<file path="src/rtl/core/scrpd_pkg.sv">
// ----------------------------------------------------------------------------
// scrpd_pkg
// Shared codes and controller/datapath interface types for the RGB dimmer.
// ----------------------------------------------------------------------------
package scrpd_pkg;

  localparam logic OP_BYTE = 1'b0;
  localparam logic OP_TICK = 1'b1;

  localparam logic [7:0] CHR_COLON = 8'h3A;
  localparam logic [7:0] CHR_Z     = 8'h7A;
  localparam logic [7:0] CHR_R     = 8'h52;
  localparam logic [7:0] CHR_G     = 8'h47;
  localparam logic [7:0] CHR_B     = 8'h42;
  localparam logic [7:0] CHR_E     = 8'h45;
  localparam logic [7:0] CHR_ZERO  = 8'd48;
  localparam logic [7:0] CHR_NINE  = 8'd57;

  localparam logic [2:0] POS_HUNT   = 3'd0;
  localparam logic [2:0] POS_LETTER = 3'd1;
  localparam logic [2:0] POS_DIG1   = 3'd2;
  localparam logic [2:0] POS_DIG3   = 3'd4;
  localparam logic [2:0] POS_Z      = 3'd5;

  localparam logic [1:0] LET_R = 2'd0;
  localparam logic [1:0] LET_G = 2'd1;
  localparam logic [1:0] LET_B = 2'd2;
  localparam logic [1:0] LET_E = 2'd3;

  localparam int LEVEL_W = 10;

  typedef struct packed {
    logic accept;    // input beat taken this cycle
    logic div_step;  // advance the period divider one bit
  } ctrl_cmd_t;

  typedef struct packed {
    logic needs_div; // current input beat completes a frame with nonzero level
    logic div_last;  // divider is on its final bit
  } dp_status_t;

endpackage

</file>
<file path="src/rtl/core/scrpd_ctrl.sv">
// ----------------------------------------------------------------------------
// scrpd_ctrl
// Sequencer: accepts beats, holds the output valid, runs the period divide.
// ----------------------------------------------------------------------------
module scrpd_ctrl (
  input  logic                   clk_i,
  input  logic                   rst_ni,
  input  logic                   in_valid_i,
  output logic                   in_ready_o,
  output logic                   out_valid_o,
  input  logic                   out_ready_i,
  input  scrpd_pkg::dp_status_t  status_i,
  output scrpd_pkg::ctrl_cmd_t   cmd_o
);
  import scrpd_pkg::*;

  localparam logic ST_IDLE = 1'b0;
  localparam logic ST_DIV  = 1'b1;

  logic state_q, state_d;
  logic out_valid_q, out_valid_d;
  logic accept;

  assign in_ready_o = (state_q == ST_IDLE) && (!out_valid_q || out_ready_i);
  assign accept     = in_valid_i && in_ready_o;

  always_comb begin
    cmd_o.accept   = accept;
    cmd_o.div_step = (state_q == ST_DIV);
    state_d        = state_q;
    out_valid_d    = out_valid_q;
    if (out_ready_i) out_valid_d = 1'b0;
    if (accept) out_valid_d = 1'b1;
    case (state_q)
      ST_IDLE: begin
        if (accept && status_i.needs_div) state_d = ST_DIV;
      end
      ST_DIV: begin
        if (status_i.div_last) state_d = ST_IDLE;
      end
      default: state_d = ST_IDLE;
    endcase
  end

  always_ff @(posedge clk_i or negedge rst_ni) begin
    if (!rst_ni) begin
      state_q     <= ST_IDLE;
      out_valid_q <= 1'b0;
    end else begin
      state_q     <= state_d;
      out_valid_q <= out_valid_d;
    end
  end

  assign out_valid_o = out_valid_q;

endmodule

</file>
<file path="src/rtl/core/scrpd_dp.sv">
// ----------------------------------------------------------------------------
// scrpd_dp
// Datapath: frame parser, channel levels, pulse counters, serial divider.
// ----------------------------------------------------------------------------
module scrpd_dp #(
  parameter int PULSE_SCALE = 100
) (
  input  logic                  clk_i,
  input  logic                  rst_ni,
  input  scrpd_pkg::ctrl_cmd_t  cmd_i,
  output scrpd_pkg::dp_status_t status_o,
  input  logic                  op_i,
  input  logic [7:0]            rx_byte_i,
  output logic                  red_on_o,
  output logic                  green_on_o,
  output logic                  blue_on_o,
  output logic                  frame_accepted_o,
  output logic                  frame_rejected_o,
  output logic                  halted_o
);
  import scrpd_pkg::*;

  localparam int SW = $clog2(PULSE_SCALE + 1);
  localparam int CW = (SW > 1) ? $clog2(SW) : 1;
  localparam logic [SW-1:0] SCALE_W = SW'(PULSE_SCALE);
  localparam logic [CW-1:0] LAST_BIT = CW'(SW - 1);

  logic [2:0]         pos_q, pos_d;
  logic [1:0]         letter_q, letter_d;
  logic [LEVEL_W-1:0] acc_q, acc_d;
  logic [LEVEL_W-1:0] level_q [3];
  logic [SW-1:0]      period_q [3];
  logic [SW-1:0]      cnt_q [3];
  logic [SW-1:0]      cnt_d [3];
  logic [2:0]         drive_q, drive_d;
  logic               halt_q, halt_d;
  logic               ev_acc, ev_rej;
  logic               frame_done;

  // divider state
  logic [SW-1:0]      dvd_q;
  logic [LEVEL_W-1:0] rem_q;
  logic [LEVEL_W-1:0] dlv_q;
  logic [1:0]         dch_q;
  logic [CW-1:0]      dcnt_q;
  logic [LEVEL_W:0]   rem_sh;
  logic               ge;
  logic [LEVEL_W:0]   rem_sub;
  logic [SW-1:0]      q_nxt;

  logic               is_digit;
  logic [LEVEL_W+3:0] acc_mul;
  logic [7:0]         digit;

  assign is_digit = (rx_byte_i >= CHR_ZERO) && (rx_byte_i <= CHR_NINE);
  assign digit    = rx_byte_i - CHR_ZERO;
  assign acc_mul  = {4'b0, acc_q} * 14'd10 + {6'b0, digit};

  always_comb begin
    pos_d      = pos_q;
    letter_d   = letter_q;
    acc_d      = acc_q;
    drive_d    = drive_q;
    halt_d     = halt_q;
    ev_acc     = 1'b0;
    ev_rej     = 1'b0;
    frame_done = 1'b0;
    for (int c = 0; c < 3; c++) begin
      cnt_d[c] = cnt_q[c];
    end
    if (!halt_q) begin
      if (op_i == OP_TICK) begin
        for (int c = 0; c < 3; c++) begin
          logic [SW-1:0] base;
          base = cnt_q[c];
          drive_d[c] = (level_q[c] != '0) && (cnt_q[c] >= period_q[c]);
          if (drive_d[c]) base = '0;
          cnt_d[c] = (base < SCALE_W) ? base + SW'(1) : SCALE_W;
        end
      end else begin
        case (pos_q)
          POS_HUNT: begin
            if (rx_byte_i == CHR_COLON) pos_d = POS_LETTER;
          end
          POS_LETTER: begin
            pos_d = POS_DIG1;
            acc_d = '0;
            case (rx_byte_i)
              CHR_R:   letter_d = LET_R;
              CHR_G:   letter_d = LET_G;
              CHR_B:   letter_d = LET_B;
              CHR_E:   letter_d = LET_E;
              default: begin
                pos_d  = POS_HUNT;
                acc_d  = acc_q;
                ev_rej = 1'b1;
              end
            endcase
          end
          default: begin
            if (pos_q >= POS_DIG1 && pos_q <= POS_DIG3) begin
              if (is_digit) begin
                acc_d = acc_mul[LEVEL_W-1:0];
                pos_d = pos_q + 3'd1;
              end else begin
                pos_d  = POS_HUNT;
                ev_rej = 1'b1;
              end
            end else begin
              // terminator slot
              pos_d = POS_HUNT;
              if (rx_byte_i != CHR_Z) begin
                ev_rej = 1'b1;
              end else begin
                ev_acc = 1'b1;
                if (letter_q == LET_E) halt_d = 1'b1;
                else frame_done = 1'b1;
              end
            end
          end
        endcase
      end
    end
  end

  assign rem_sh  = {rem_q, dvd_q[SW-1]};
  assign ge      = rem_sh >= {1'b0, dlv_q};
  assign rem_sub = ge ? rem_sh - {1'b0, dlv_q} : rem_sh;
  assign q_nxt   = (dvd_q << 1) | SW'(ge);

  assign status_o.needs_div = frame_done && (acc_q != '0);
  assign status_o.div_last  = cmd_i.div_step && (dcnt_q == LAST_BIT);

  always_ff @(posedge clk_i or negedge rst_ni) begin
    if (!rst_ni) begin
      pos_q    <= POS_HUNT;
      letter_q <= LET_R;
      acc_q    <= '0;
      drive_q  <= '0;
      halt_q   <= 1'b0;
      for (int c = 0; c < 3; c++) begin
        level_q[c]  <= '0;
        period_q[c] <= '0;
        cnt_q[c]    <= '0;
      end
    end else begin
      if (cmd_i.accept) begin
        pos_q    <= pos_d;
        letter_q <= letter_d;
        acc_q    <= acc_d;
        drive_q  <= drive_d;
        halt_q   <= halt_d;
        for (int c = 0; c < 3; c++) begin
          cnt_q[c] <= cnt_d[c];
        end
        if (frame_done) begin
          level_q[letter_q] <= acc_q;
          if (acc_q == '0) period_q[letter_q] <= '0;
        end
      end
      if (status_o.div_last) period_q[dch_q] <= q_nxt;
    end
  end

  // divider datapath, one quotient bit per step
  always_ff @(posedge clk_i) begin
    if (cmd_i.accept && frame_done) begin
      dvd_q  <= SCALE_W;
      rem_q  <= '0;
      dlv_q  <= acc_q;
      dch_q  <= letter_q;
      dcnt_q <= '0;
    end else if (cmd_i.div_step) begin
      dvd_q  <= q_nxt;
      rem_q  <= rem_sub[LEVEL_W-1:0];
      dcnt_q <= dcnt_q + CW'(1);
    end
  end

  // result beat register
  always_ff @(posedge clk_i) begin
    if (cmd_i.accept) begin
      red_on_o         <= drive_d[0];
      green_on_o       <= drive_d[1];
      blue_on_o        <= drive_d[2];
      frame_accepted_o <= ev_acc;
      frame_rejected_o <= ev_rej;
      halted_o         <= halt_d;
    end
  end

endmodule

</file>
<file path="src/rtl/core/serial_commanded_rgb_pulse_dimmer_core.sv">
// Output: a result beat is valid in the cycle after its input beat is taken.
// Throughput: one beat per cycle unless the output stalls; a frame that sets a
//   nonzero level also holds off input while the bit-serial divider works out
//   the period.
// Reset: parser hunting, all channels dark, counters and periods zero, not halted.
// ----------------------------------------------------------------------------
// serial_commanded_rgb_pulse_dimmer_core
// Byte-commanded three channel pulse dimmer with tick driven outputs.
// ----------------------------------------------------------------------------
module serial_commanded_rgb_pulse_dimmer_core #(
  parameter int PULSE_SCALE = 100
) (
  input  logic       clk_i,
  input  logic       rst_ni,
  input  logic       in_valid_i,
  output logic       in_ready_o,
  input  logic       op_i,
  input  logic [7:0] rx_byte_i,
  output logic       out_valid_o,
  input  logic       out_ready_i,
  output logic       red_on_o,
  output logic       green_on_o,
  output logic       blue_on_o,
  output logic       frame_accepted_o,
  output logic       frame_rejected_o,
  output logic       halted_o
);
  import scrpd_pkg::*;

  ctrl_cmd_t  cmd;
  dp_status_t status;

  scrpd_ctrl u_ctrl (
    .clk_i       (clk_i),
    .rst_ni      (rst_ni),
    .in_valid_i  (in_valid_i),
    .in_ready_o  (in_ready_o),
    .out_valid_o (out_valid_o),
    .out_ready_i (out_ready_i),
    .status_i    (status),
    .cmd_o       (cmd)
  );

  scrpd_dp #(
    .PULSE_SCALE (PULSE_SCALE)
  ) u_dp (
    .clk_i            (clk_i),
    .rst_ni           (rst_ni),
    .cmd_i            (cmd),
    .status_o         (status),
    .op_i             (op_i),
    .rx_byte_i        (rx_byte_i),
    .red_on_o         (red_on_o),
    .green_on_o       (green_on_o),
    .blue_on_o        (blue_on_o),
    .frame_accepted_o (frame_accepted_o),
    .frame_rejected_o (frame_rejected_o),
    .halted_o         (halted_o)
  );

endmodule

</file>
<file path="config.mk">
export PLATFORM = sky130hd
export DESIGN_NAME = serial_commanded_rgb_pulse_dimmer_core
export DESIGN_NICKNAME = d
export VERILOG_FILES = /design/src/rtl/core/scrpd_pkg.sv /design/src/rtl/core/scrpd_ctrl.sv /design/src/rtl/core/scrpd_dp.sv /design/src/rtl/core/serial_commanded_rgb_pulse_dimmer_core.sv
export SDC_FILE = /design/constraint.sdc
export NUM_CORES = 1
export LEC_CHECK = 0
export ABC_AREA = 1
export BUFFER_PORTS_ARGS = -buffer_cell sky130_fd_sc_hd__buf_2
export CORE_MARGIN = 10
export CORE_UTILIZATION = 56
export CTS_BUF_LIST = sky130_fd_sc_hd__clkbuf_8
export DETAILED_ROUTE_END_ITERATION = 6
export GPL_TIMING_DRIVEN = 0
export PLACE_DENSITY = 0.72
export SLEW_MARGIN = 30
export SYNTH_ARGS = -nofsm -noshare
export SYNTH_HDL_FRONTEND = slang
export SYNTH_HIERARCHICAL = 1
export SYNTH_SLANG_ARGS = --single-unit
export TNS_END_PERCENT = 50
</file>
<file path="constraint.sdc">
create_clock -name clk_i -period 5.4 [get_ports clk_i]
set_input_delay 1.08 -clock clk_i [delete_from_list [all_inputs] [get_ports clk_i]]
set_output_delay 1.08 -clock clk_i [all_outputs]
set_load 0.02 [all_outputs]
</file>
; Yosys cells after proc, flatten, opt, wreduce, memory -nomap -nowiden
; Cells that the tools add are included.
[totals]
latch_bits = 0
mem_bits_rw = 0
elab_cells = 165
output_inout_bits = 8
register_bits = 131
rom_bits = 0
input_bits = 13
memories = 0
[classes]
n_div = 0
multipliers = 1
n_shift = 0
n_addsub = 8
n_lt_le_gt_ge = 15
bitwise_logic = 9
n_reduce_logical = 34
eq_ne = 11
n_mux = 60
[op_table]
columns = operator, count
row1 = $mux W7, 14
row2 = $mux W21, 4
row3 = $mux W10, 5
row4 = $reduce_bool A10 Y1, 4
row5 = $eq A8 B7 Y1 const B, 4
row6 = $bwmux W30, 1
row7 = $demux W7 S2, 2
row8 = $add A7 B1 Y7 const B, 3
row9 = $and A21 B21 Y21, 1
row10 = $bwmux W21, 1
row11 = $ge A7 B7 Y1, 3
row12 = $lt A7 B7 Y1 const B, 3
row13 = $mux W1, 21
row14 = $not A21 Y21, 1
row15 = $demux W10 S2, 1
row16 = $pmux W10 S2, 1
row17 = $mux W3, 5
row18 = $logic_and A1 B1 Y1, 13
row19 = $ge A11 B10 Y1, 1
row20 = $add A10 B8 Y10, 1
row21 = $logic_not A10 Y1, 1
row22 = $mul A10 B3 Y9 const B, 1
row23 = $sub A10 B10 Y10, 1
row24 = $eq A8 B6 Y1 const B, 1
row25 = other kinds (34), 45

; Longest topological paths before layout
[depth]
depth_word = 12
mapped_depth = 17
depth_no_buf = 17

; By module
; The synthesis kept the hierarchy.
[modules_own_cells]
columns = module, area_each_um2, cells_each, seq_area_each_um2, n_inst
row1 = scrpd_dp, 7602.3, 956, 3218.1, 1
row2 = scrpd_ctrl, 113.9, 15, 50.0, 1

; Worst setup path before layout
; No wires, ideal clock.
[synth_path]
kind = register to register
from = reg u_dp.acc_q[1]
to = reg u_dp.acc_q[9]
path_slack_ns = 2.780
period_less_slack_ns = 2.620
required_time_ns = 5.283
setup_time_ns = 0.117
path_buffers = 0
stages_incl_launch_ff = 13
arrival_time_ns = 2.503
cell_sequence = dfrtp_1 ha_1 ha_1 fa_1 xor2_1 ha_1 nand2_1 o31ai_1 nand2_1 nand2_1 nand3_1 nand3_1 nand2_1
[synth_between]
elab_chain_cells = 5
[synth_rtl]
columns = element, line
row1 = start: declaration, scrpd_dp.sv:30  ; logic [LEVEL_W-1:0] acc_q, acc_d;
row2 = start signal: assignment, scrpd_dp.sv:138  ; acc_q <= '0;
row3 = start signal: assignment, scrpd_dp.sv:150  ; acc_q <= acc_d;
row4 = $mul A10 B3 Y9, scrpd_dp.sv:57  ; assign acc_mul = {4'b0, acc_q} * 14'd10 + {6'b0, digit};
row5 = $add A10 B8 Y10, scrpd_dp.sv:57
row6 = $mux W10, scrpd_dp.sv:102  ; if (is_digit) begin
row7 = $mux W10, scrpd_dp.sv:101  ; if (pos_q >= POS_DIG1 && pos_q <= POS_DIG3) begin
row8 = $pmux W10 S2, scrpd_dp.sv:81  ; case (pos_q)
; Every way passes these cells. The select of a mux whose other input is x is not followed.
; A chain may end at the register's enable or synchronous reset.

; Worst setup path in the final report
[layout_path]
from = reg u_dp.acc_q[3]
to = reg u_dp.acc_q[9]
; The elaborated chain is that of the path after synthesis.

==> results <==
- The flow ran to the end, and the final reports show no timing, DRC or antenna violations.
- The post-detailed-placement half-perimeter wirelength is 12,220 um.
- The mean area per synthesized cell is a little under 8 um^2.
- The worst setup slack for register-to-register paths is 2380 ps.
- The worst hold slack across all endpoints is roughly 490 ps.
- The synthesis warning total is 6.
- The latest clock arrival within the worst-skew pair is about 440 ps.
- The clock arrives with about 15 ps of skew.
- At the end of routability-driven placement, the weighted congestion stood at 0.9080.
- The capture point of the worst reg-to-reg path is u_dp/acc_q[9]$_DFFE_PN0P_.
- Setup repair after global routing left no endpoint under its margin.
- The number of routed nets with antenna violations is 0.
- The initial antenna violation count came to 0.
- The type of the worst setup path is reg2reg.
- The sequential cells in the finished layout cover a total of 3268 um^2.
- In this run the worst setup path begins at u_dp/acc_q[3]$_DFFE_PN0P_.
- The count of fill cells added during filler insertion is 1,213.
- Measured along the y axis, the die boundary spans roughly 140 um.
- The die area is ~19,000 um^2.
- The analysis attributes to cell leakage a power of 4.585 nW.
- The number of vias per cell is approximately 5.2.
- The global-route wire length before repair is 28,190 um.
- The clock tree from TritonCTS is built.
- The ratio of cells with drive above 1 in the final layout is 0.1133.
- Static timing analysis puts the maximum clock frequency at ~0.33 GHz.
- The number of max-capacitance violations reported is 0.
- The number of nets in the finished design is around 1,100.
- The die is 137.4 um wide.
- Measured against its own limit, the worst slew margin works out to 0.4543.
- Of all cell types, the one taking the most synthesized area is sky130_fd_sc_hd__dfrtp_1.
- At the pin with the least slew margin, the transition time is a little over 800 ps.
- The number of diodes added for antenna fixing is 0.
- The final count of negative-setup-slack endpoints is 0.
- The clock transition at the registers of the reported paths is around 80 ps.
- After clock tree synthesis, the setup repair step added 0 buffers.
- The number of buffers inserted by port buffering is 20.
- 21 I/O pins were placed.
- The via count of the first global-routing pass is around 5,900.
- The netlist uses 48 different library cells.
- The flip-flop and latch count after synthesis is about 130.
- The largest net degree at the start of global routing is 53.
- The share of synthesized area in the top cell type comes to 0.3016.
- The post-route minimum period is a little over 3000 ps.
- The kind of capture point of the worst setup path is a flip-flop.
- The number of nets in the synthesized netlist is between 1,000 and 1,500.
- The length of the first detailed-routing pass in iterations is 5.
- Counting instances, the worst hold path has a depth of 2.
- The maximum fanout along the worst path is 6.
- Across the VDD grid, the largest voltage drop is roughly 0.00014 V.
- Of the synthesized area, sequential elements account for 0.4235.
- The H-tree depth reported by CTS is 4.
- The global-route usage over all layers is 0.1864.
- The number of cells on the worst reg-to-reg path is 13.
- In this run the power density over the cells is roughly 290 nW/um^2.
- Detailed routing inserted a total of 6,227 vias.
- For the worst setup path, the data arrival time is approximately 3400 ps.
- Yosys attributes the largest share of cell area to sky130_fd_sc_hd__dfrtp_1, sky130_fd_sc_hd__nand2_1, sky130_fd_sc_hd__ha_1.
- The hold violation total from the final report came to 0.
- The clock root buffer is sky130_fd_sc_hd__clkbuf_8.
- The effective utilization at floorplan is 0.5781.
- The final number of max-transition violations is 0.
- The number of cells upsized or downsized after cts is 0.
- In this run the cell area of the synthesized design comes to around 7700 um^2.
- In the final routed layout, each cell accounts on average for between 10 and 15 um.
- In this run, post-CTS hold repair placed 0 buffers.
- The data required time at the worst endpoint is between 5000 and 6000 ps.
- The type of element launching the critical path is a flip-flop.
- The final layout contains routed wiring with a total length of between 15,000 and 20,000 um.
- The share of the cycle needed by the critical path after routing is 0.5586.
- Setup total negative slack on the finished layout was measured at 0 ps.
- The worst hold path class is reg2reg.
- Summing all multi-input logic gate instances after layout gives between 3000 and 4000 um^2.
- Counting every instance in the synthesized netlist gives roughly 1,000.
- The detailed router finished its first iteration with 412 violations.
- The clock drives 131 sinks.
- The number of core rows is 42.
- The placeable core area is ~13,000 um^2.
- The final global-route overflow total is 0.
- The residual DRC count is 0.
- The area overhead of the layout relative to synthesis is 9.226%.
- The TritonCTS buffer count is 17.
- The most critical setup path has its endpoint at u_dp/acc_q[9]$_DFFE_PN0P_.
- The startpoint of the worst register-to-register path is u_dp/acc_q[3]$_DFFE_PN0P_.
- Counting along the longest clock path gives a buffer depth of 2.
[kinds of logic after synthesis]
kind of cell	share of synthesized area
and+or+nand+nor	0.2267
buffers and inverters	0.09307
AOI/OAI and AO/OA	0.1255
DFF	0.4235
adders and majority gates	0.1051
xor gates and xnor gates	0.02611
[flip-flops by register name, summed over array words and instances (netlist names), 2 cells and up]
name,flops
u_dp/pos_q,3
u_dp/dvd_q,7
u_dp/cnt_q,21
u_dp/dcnt_q,3
u_dp/level_q,30
u_dp/drive_q,3
u_dp/letter_q,2
u_dp/period_q,21
u_dp/dlv_q,10
u_dp/dch_q,2
u_dp/acc_q,10
u_dp/rem_q,10
[cells in the mapped netlist (all sizes together)]
master,n
dfxtp,20
nor2,74
ha,60
clkinv,2
o211ai,7
or2,3
a21o,1
clkbuf,8
a2bb2oi,3
nor3b,3
nor3,10
nand4,11
o22ai,3
o31ai,2
a21boi,1
o21ai,99
xor2,13
nor4,5
fa,3
a31o,1
a211oi,2
and3,2
nand2,238
edfxtp,18
dfrtp,93
o21a,3
inv,164
a21oi,39
a31oi,4
buf,8
xnor2,10
nand3,57
o21bai,4
[through the flow]
| stage | worst slack (ps) | utilization | area [um^2] | std cells | power (mW) |
|---|---|---|---|---|---|
| after floorplan | 2780 | - | 7716 | 971 | 1.543 |
| after global placement | 2024 | 0.6021 | 8036 | 1167 | 1.663 |
| after detailed placement | 1972 | 0.6046 | 8070 | 1168 | 1.677 |
| after CTS | 2383 | 0.6314 | 8428 | 1200 | 2.431 |
| after global routing | 2215 | 0.6314 | 8428 | 1200 | 2.574 |
| final | 2384 | 0.6314 | 8428 | 1200 | 2.408 |
[layout by cell type, fill, tap and decap left out, types with 4 or more instances in the layout]
cell                         n
sky130_fd_sc_hd__clkbuf_1    8
sky130_fd_sc_hd__nand3_1    54
sky130_fd_sc_hd__a21oi_1    36
sky130_fd_sc_hd__nor3_1      9
sky130_fd_sc_hd__xnor2_1    10
sky130_fd_sc_hd__o21ai_1    52
sky130_fd_sc_hd__edfxtp_1   18
sky130_fd_sc_hd__inv_1     147
sky130_fd_sc_hd__buf_2      22
sky130_fd_sc_hd__o211ai_1    7
sky130_fd_sc_hd__dfxtp_1    20
sky130_fd_sc_hd__buf_6       4
sky130_fd_sc_hd__dfrtp_1    93
sky130_fd_sc_hd__o21bai_1    4
sky130_fd_sc_hd__o21ai_0    37
sky130_fd_sc_hd__nand2_1   223
sky130_fd_sc_hd__clkbuf_8   19
sky130_fd_sc_hd__clkinv_2    5
sky130_fd_sc_hd__nand4_1     9
sky130_fd_sc_hd__nand2_2    15
sky130_fd_sc_hd__inv_2      21
sky130_fd_sc_hd__nor2_1     72
sky130_fd_sc_hd__nor4_1      5
sky130_fd_sc_hd__xor2_1     13
sky130_fd_sc_hd__ha_1       60
sky130_fd_sc_hd__o21ai_2    10
sky130_fd_sc_hd__a31oi_1     4
[power breakdown]
part,leakage (nW),total [mW],internal [mW],switching [mW]
sequential,1.44,1.16,1.07,0.0927
combinational,2.95,0.497,0.191,0.305
clock,0.192,0.748,0.378,0.371
total,4.58,2.41,1.64,0.769
[layout make-up]
type / count / area share
buffer: 16 / 0.01113
clock buffer: 19 / 0.03103
clock inverter: 13 / 0.01143
inverter: 166 / 0.07408
multi-input combinational: 658 / 0.4425
sequential: 131 / 0.3878
tap: 176 / 0.02613
timing repair buffer: 21 / 0.01588
[critical path: stages, from the launching register on]
cell and delay, ps:
sky130_fd_sc_hd__dfrtp_1 560, sky130_fd_sc_hd__ha_1 300, sky130_fd_sc_hd__ha_1 220, sky130_fd_sc_hd__fa_1 410, sky130_fd_sc_hd__xor2_1 180, sky130_fd_sc_hd__ha_1 350, sky130_fd_sc_hd__nand2_1 90, sky130_fd_sc_hd__o31ai_1 350
sky130_fd_sc_hd__nand2_1 100, sky130_fd_sc_hd__nand2_1 100, sky130_fd_sc_hd__nand2_1 60, sky130_fd_sc_hd__nand3_1 70, sky130_fd_sc_hd__nand3_1 80, sky130_fd_sc_hd__nand2_1 60
[metal layers]
metal | wire length (um) | vias to the layer above | GRT usage
li1 | - | 3227 | -
met1 | 7891 | 2865 | 0.2530
met2 | 7448 | 110 | 0.2895
met3 | 611 | 25 | 0.03860
met4 | 276 | 0 | 0.06382
met5 | 0 | - | 0
[worst min-delay path by stage]
stage / startpoint / endpoint / slack, ps
floorplan: u_dp/drive_q[0]$_DFFE_PN0P_ / u_dp/drive_q[0]$_DFFE_PN0P_ / 450
global placement: u_dp/dvd_q[5]$_SDFFE_PP1P_ / u_dp/dvd_q[5]$_SDFFE_PP1P_ / 470
detailed placement: u_dp/level_q[10]$_DFFE_PN0P_ / u_dp/level_q[10]$_DFFE_PN0P_ / 470
CTS: u_dp/level_q[10]$_DFFE_PN0P_ / u_dp/level_q[10]$_DFFE_PN0P_ / 490
global route: u_dp/rem_q[9]$_SDFFE_PP0P_ / u_dp/rem_q[9]$_SDFFE_PP0P_ / 500
finish: u_dp/level_q[11]$_DFFE_PN0P_ / u_dp/level_q[11]$_DFFE_PN0P_ / 490
Power figures use the tool's default switching activity.
